===== src/qdf_pkg.sv =====
`timescale 1ns / 1ps
package qdf_pkg;

  // Field and word widths
  localparam int LIMB_W     = 32;
  localparam int VEL_W      = 32;
  localparam int NODE_W     = 24;
  localparam int AXES       = 3;
  localparam int FORCE_W    = 64;
  localparam int REG_W      = 32;
  localparam int REG_FRAC   = 16;
  localparam int MUL_W      = 2 * LIMB_W;
  localparam int IN_DATA_W  = AXES * VEL_W + NODE_W;
  localparam int OUT_DATA_W = AXES * FORCE_W;
  localparam int CFG_ADDR_W = 4;
  localparam int CFG_DATA_W = 32;

  // Square root unit
  localparam int RAD_W            = 2 * VEL_W;
  localparam int ROOT_W           = RAD_W / 2;
  localparam int REM_W            = ROOT_W + 3;
  localparam int SQRT_BITS_STAGE  = 2;
  localparam int SQRT_STAGES      = ROOT_W / SQRT_BITS_STAGE;

  // Product widths: K = four registers, KA = K * area (area < 2^9),
  // SK = speed * KA, P = |vel| * SK
  localparam int K_W       = 4 * REG_W;
  localparam int KA_W      = K_W + 9;
  localparam int KA_LIMBS  = (KA_W + LIMB_W - 1) / LIMB_W;
  localparam int SK_W      = KA_W + ROOT_W;
  localparam int SK_LIMBS  = (SK_W + LIMB_W - 1) / LIMB_W;
  localparam int P_W       = SK_W + VEL_W;
  localparam int P_SUM_W   = (SK_LIMBS + 1) * LIMB_W;

  localparam logic [REG_W-1:0]   REG_RESET     = 32'h0001_0000;
  localparam logic [FORCE_W-1:0] FORCE_POS_MAX = 64'h7FFF_FFFF_FFFF_FFFF;
  localparam logic [FORCE_W-1:0] FORCE_NEG_MAG = 64'h8000_0000_0000_0000;

  // Node classes
  localparam logic [NODE_W-1:0] NODE_PAIR_A  = 24'd10000;
  localparam logic [NODE_W-1:0] NODE_PAIR_B  = 24'd10001;
  localparam logic [NODE_W-1:0] NODE_BAND_LO = 24'd20000;
  localparam logic [NODE_W-1:0] NODE_BAND_HI = 24'd29999;

  typedef enum logic [1:0] {
    REG_DRAG_COEFF  = 2'd0,
    REG_AIR_DENSITY = 2'd1,
    REG_FORCE_SCALE = 2'd2,
    REG_INV_UNIT    = 2'd3
  } reg_idx_t;

  typedef enum logic [1:0] {
    AREA_100 = 2'd0,
    AREA_200 = 2'd1,
    AREA_400 = 2'd2
  } area_t;

  // Per-word data that rides along the pipe
  typedef struct packed {
    logic [AXES-1:0][VEL_W-1:0] mag;
    logic [AXES-1:0]            neg;
    area_t                      area;
    logic                       last;
  } qdf_side_t;

endpackage


===== src/qdf_isqrt.sv =====
`timescale 1ns / 1ps
module qdf_isqrt
  import qdf_pkg::*;
(
  input  logic              clk,
  input  logic              rst_n,
  input  logic              en,
  input  logic              in_valid,
  input  logic [RAD_W-1:0]  in_radicand,
  input  qdf_side_t         in_side,
  output logic              out_valid,
  output logic [ROOT_W-1:0] out_root,
  output qdf_side_t         out_side
);

  logic [SQRT_STAGES-1:0] valid_r;
  logic [REM_W-1:0]       rem_r  [SQRT_STAGES];
  logic [ROOT_W-1:0]      root_r [SQRT_STAGES];
  logic [RAD_W-1:0]       rad_r  [SQRT_STAGES];
  qdf_side_t              side_r [SQRT_STAGES];

  for (genvar s = 0; s < SQRT_STAGES; s++) begin : g_stage
    logic [REM_W-1:0]  rem_in;
    logic [ROOT_W-1:0] root_in;
    logic [RAD_W-1:0]  rad_in;
    logic              valid_in;
    qdf_side_t         side_in;
    logic [REM_W-1:0]  rem_nxt;
    logic [ROOT_W-1:0] root_nxt;
    logic [RAD_W-1:0]  rad_nxt;
    logic [REM_W-1:0]  trial;

    if (s == 0) begin : g_head
      assign rem_in   = '0;
      assign root_in  = '0;
      assign rad_in   = in_radicand;
      assign valid_in = in_valid;
      assign side_in  = in_side;
    end else begin : g_body
      assign rem_in   = rem_r[s-1];
      assign root_in  = root_r[s-1];
      assign rad_in   = rad_r[s-1];
      assign valid_in = valid_r[s-1];
      assign side_in  = side_r[s-1];
    end

    // restoring square root, two result bits per stage
    always_comb begin
      rem_nxt  = rem_in;
      root_nxt = root_in;
      rad_nxt  = rad_in;
      trial    = '0;
      for (int b = 0; b < SQRT_BITS_STAGE; b++) begin
        rem_nxt = {rem_nxt[REM_W-3:0], rad_nxt[RAD_W-1 -: 2]};
        rad_nxt = rad_nxt << 2;
        trial   = {{(REM_W-ROOT_W-2){1'b0}}, root_nxt, 2'b01};
        if (rem_nxt >= trial) begin
          rem_nxt  = rem_nxt - trial;
          root_nxt = {root_nxt[ROOT_W-2:0], 1'b1};
        end else begin
          root_nxt = {root_nxt[ROOT_W-2:0], 1'b0};
        end
      end
    end

    always_ff @(posedge clk) begin
      if (!rst_n) begin
        valid_r[s] <= 1'b0;
      end else if (en) begin
        valid_r[s] <= valid_in;
      end
    end

    always_ff @(posedge clk) begin
      if (en) begin
        rem_r[s]  <= rem_nxt;
        root_r[s] <= root_nxt;
        rad_r[s]  <= rad_nxt;
        side_r[s] <= side_in;
      end
    end
  end

  assign out_valid = valid_r[SQRT_STAGES-1];
  assign out_root  = root_r[SQRT_STAGES-1];
  assign out_side  = side_r[SQRT_STAGES-1];

endmodule


===== config.mk =====
export PLATFORM = sky130hd
export DESIGN_NAME = qdf_isqrt
export DESIGN_NICKNAME = d
export VERILOG_FILES = /design/src/qdf_pkg.sv /design/src/qdf_isqrt.sv
export SDC_FILE = /design/constraint.sdc
export NUM_CORES = 2
export LEC_CHECK = 0
export BUFFER_PORTS_ARGS = -buffer_cell sky130_fd_sc_hd__buf_2
export CAP_MARGIN = 20
export CORE_MARGIN = 4
export CORE_UTILIZATION = 45
export DETAILED_ROUTE_END_ITERATION = 6
export PLACE_DENSITY = 0.63
export SLEW_MARGIN = 20
export SYNTH_ARGS = -nofsm -noshare
export SYNTH_HDL_FRONTEND = slang
export SYNTH_SLANG_ARGS = --single-unit

===== constraint.sdc =====
create_clock -name clk -period 13.4 [get_ports clk]
set_input_delay 1.34 -clock clk [delete_from_list [all_inputs] [get_ports clk]]
set_output_delay 1.34 -clock clk [all_outputs]
set_load 0.05 [all_outputs]

==> flow_metrics.py <==
metrics = {
    "status": {
        "status": "finished with violations",
        "violations": "design-rule violations",
    },
    "floorplan": {
        "row_count": 197,
        "dieWidth_um": 548,
        "core_mm2": 0.289,
        "initial_core_util_pct": 45.4,
        "die_h_um": 548,
        "io_pins": 305,
        "dieArea_mm2": 0.300,
    },
    "sta": {
        "skew_ns": 0.0819,
        "rsz0062_at_grt": "false",
        "tightest_slew_ns": 1.07,
        "hold_viol_final": 0,
        "totalNegativeSetupSlack_ns": 0,
        "slew_headroom_pct": 26.9,
        "drv_slew": 0,
        "setup_viol": 0,
        "fin_crit_sh_pct": 60.2,
        "post-route-min-period_ns": 8.07,
        "fmax_ghz": 0.124,
    },
    "clock_tree": {
        "cts_tree": "built",
        "cts_setup_buffers": 0,
        "clk_transition_reported_paths_ns": 0.06,
        "clkLatencyLatePin_ns": 0.89,
        "cts_resized": 0,
        "h-tree-depth": 5,
        "cts_max_path_buffers": 4,
        "cts_buffers": 309,
        "holdBufCountCts": 0,
        "clock_sinks": 2873,
        "cts_root_buffer": "clkbuf_16",
    },
    "setup_path": {
        "cp_max_fo": 34,
        "worstPathArrival_ns": 8.65,
        "worst-setup-path-type": "register to register",
        "worst-endpoint-required_ns": 13.99,
        "setup.worst_path.start_class": "register",
        "worst_setup_path_end_kind": "register",
    },
    "drt": {
        "routed.top_layer": "met5",
        "viasPerCell": 5.55,
        "m1WireLength_mm": 127,
        "met2_length_mm": 130,
        "ant_nets": 0,
        "dr.first_iter.drc_count": 7128,
        "routedWlPerCell_um": 19.7,
        "first_pass_iters": 7,
        "drcViolationCount": 6,
        "wl_met3_mm": 15.9,
        "vias": 79600,
        "drt_wl_total_mm": 283,
    },
    "placement": {
        "dp_hpwl_mm": 204,
        "gp_congestion": 0.970,
        "port-buffer-count": 304,
        "placed_area_mm2": 0.137,
    },
    "power": {
        "pwr-share-comb_pct": 29.5,
        "ir_worst_vdd_v": 0.000129,
        "leakagePower_nw": 54.2,
        "intPower_mw": 19.4,
        "powerDensity_mw_per_mm2": 194,
        "power.switching_mw": 9.16,
        "p_clk_share_pct": 29.2,
        "seq_power_share_pct": 41.2,
        "switching_share_pct": 32.1,
    },
    "logic_synthesis": {
        "synth.top_cells.by_area": "edfxtp_1, ha_1, xnor2_1",
        "async_reset_ff_share_pct": 0,
        "ys_seq_area_share_pct": 65.7,
        "yosysTopAreaCellShare_pct": 65.4,
        "synth_ff_type": "edfxtp_1",
        "yosys.area.top_type": "edfxtp_1",
        "synth-seq-cells": 2873,
        "syn_area_per_cell_um2": 13.4,
        "ys_types": 110,
        "ys.warnings.count": 0,
        "syn_area_mm2": 0.131,
        "netlist_instances": 9775,
        "synth_edf_count": 2857,
    },
    "worst_hold_path": {
        "hold_class": "register to register",
    },
    "grt": {
        "antenna_found_initial": 13,
        "grt_pass1_wl_mm": 440,
        "globalRouteOverflowTotal": 0,
        "grt_pass1_vias": 77400,
        "grt_max_degree": 208,
        "grt_usage_pct": 18.3,
    },
    "finish": {
        "final_nets": 10900,
        "final_common_cell": "edfxtp_1",
        "stdcell_area_mm2": 0.147,
        "syn_to_final_growth_pct": 12.3,
        "layout_common_cells": "edfxtp_1, nand2_1, a21oi_1",
        "drive_gt1_share_pct": 9.94,
        "final_core_util_pct": 50.9,
    },
    "flow_run": {
        "maxCapViolCount": 0,
    },
}
-- critical path, stage by stage (launching register included) --
cell and delay [ns]:
edfxtp_1 0.46, inv_1 0.10, ha_1 0.34, a211oi_1 0.27
nor2_1 0.11, o311ai_0 0.67, a21oi_1 0.18, or3_1 0.65
inv_2 0.43, buf_4 0.39, o21ai_0 0.21, ha_1 0.40
a21o_1 0.20, a21o_1 0.18, a21o_1 0.19, a21o_1 0.19
a21oi_1 0.18, o221ai_1 0.14, o21ai_0 0.63, o21ai_0 0.39
o2111ai_1 0.32, and3b_2 0.32, buf_4 0.34, inv_2 0.18
mux2_2 0.30
-- final cells by class --
type	instances	area (µm²)
Inverter	480	1800
Tap cell	3880	4850
Timing Repair Buffer	370	2110
Clock inverter	181	2030
Clock buffer	372	8030
Antenna cell	5	12.5
Fill cell	24400	142000
Multi-Input combinational cell	6185	42300
Sequential cell	2873	86100
-- power groups by stage --
stage	combinational (mW)	clock (mW)	sequential (mW)
after CTS	8.33	8.66	11.8
after floorplan	6.12	0	11.7
after global routing	9.26	9.04	11.9
after global placement	8.18	0	11.9
final	8.42	8.34	11.8
after detailed placement	8.27	0	12.0
-- Yosys cell counts (17+ instances only) --
| cell type | instances |
|---|---|
| o2111ai_1 | 21 |
| nor2b_1 | 106 |
| nand3_1 | 216 |
| nand4_1 | 121 |
| a21oi_1 | 580 |
| ha_1 | 557 |
| a21boi_0 | 22 |
| nor3b_1 | 28 |
| o21a_1 | 93 |
| a2111oi_0 | 17 |
| mux2_2 | 90 |
| o31ai_1 | 75 |
| a221o_1 | 21 |
| o211ai_1 | 54 |
| o21ai_0 | 482 |
| nor3_1 | 210 |
| inv_1 | 471 |
| o31a_1 | 25 |
| mux2i_1 | 36 |
| buf_2 | 48 |
| xnor2_1 | 485 |
| a21o_1 | 294 |
| or4_1 | 38 |
| a31oi_1 | 80 |
| edfxtp_1 | 2857 |
| a221oi_1 | 18 |
| or3_1 | 69 |
| nand2_1 | 649 |
| and3_1 | 84 |
| nand4b_1 | 26 |
| or2_2 | 45 |
| o21bai_1 | 81 |
| nor2_1 | 569 |
| nand2b_1 | 92 |
| and4_1 | 28 |
| clkbuf_1 | 163 |
| nand3b_1 | 32 |
| and2_1 | 86 |
| a211oi_1 | 57 |
| a31o_2 | 21 |
| nor4_1 | 102 |
| xor2_1 | 251 |
| buf_1 | 21 |
-- metrics by stage --
stage | worst slack, ns | power, mW | hold WS [ns] | instances
after detailed placement | 5.62 | 20.2 | 0.405 | 13800
final | 5.33 | 28.5 | 0.373 | 14300
after global routing | 4.71 | 30.2 | 0.368 | 14300
after floorplan | 7.20 | 17.8 | 0.400 | 9777
after CTS | 5.56 | 28.8 | 0.359 | 14300
after global placement | 5.70 | 20.1 | 0.400 | 13800
-- registers in the layout, summed over array words and instances, names as in the netlist --
| name | flops |
|---|---|
| g_stage.valid_in | 15 |
| out_valid | 1 |
| rad_r | 480 |
| rem_r | 473 |
| root_r | 272 |
| side_r | 1632 |
-- path summary, 6_finish.rpt --
kind | start | endpoint | slack, ns | cells past startpoint
worst min-delay path | rad_r[1][106]$_DFFE_PP_ | rad_r[1][170]$_DFFE_PP_ | 0.37 | 0
worst min register to register | rad_r[1][106]$_DFFE_PP_ | rad_r[1][170]$_DFFE_PP_ | 0.37 | 0
worst max register to register | root_r[1][162]$_DFFE_PP_ | rem_r[14][13]$_DFFE_PP_ | 5.33 | 24
worst max-delay path | root_r[1][162]$_DFFE_PP_ | rem_r[14][13]$_DFFE_PP_ | 5.33 | 24
-- kinds of logic after synthesis --
group | Yosys count | share of synthesized area (%)
muxes | 135 | 1.15
buffers and inverters | 719 | 2.14
adders and majority gates | 557 | 5.32
other | 1 | 0.00286
DFF | 2873 | 65.7
xor gates and xnor gates | 738 | 4.94
AOI/OAI and AO/OA | 2182 | 10.9
and+or+nand+nor | 2570 | 9.92
-- layer usage --
metal  vias up  track usage, %
li1      38000               -
met1     38500            25.6
met2      2492            29.2
met3       580            2.59
met4        10            6.55
met5         -               0
(Power assumes the default switching activity.)
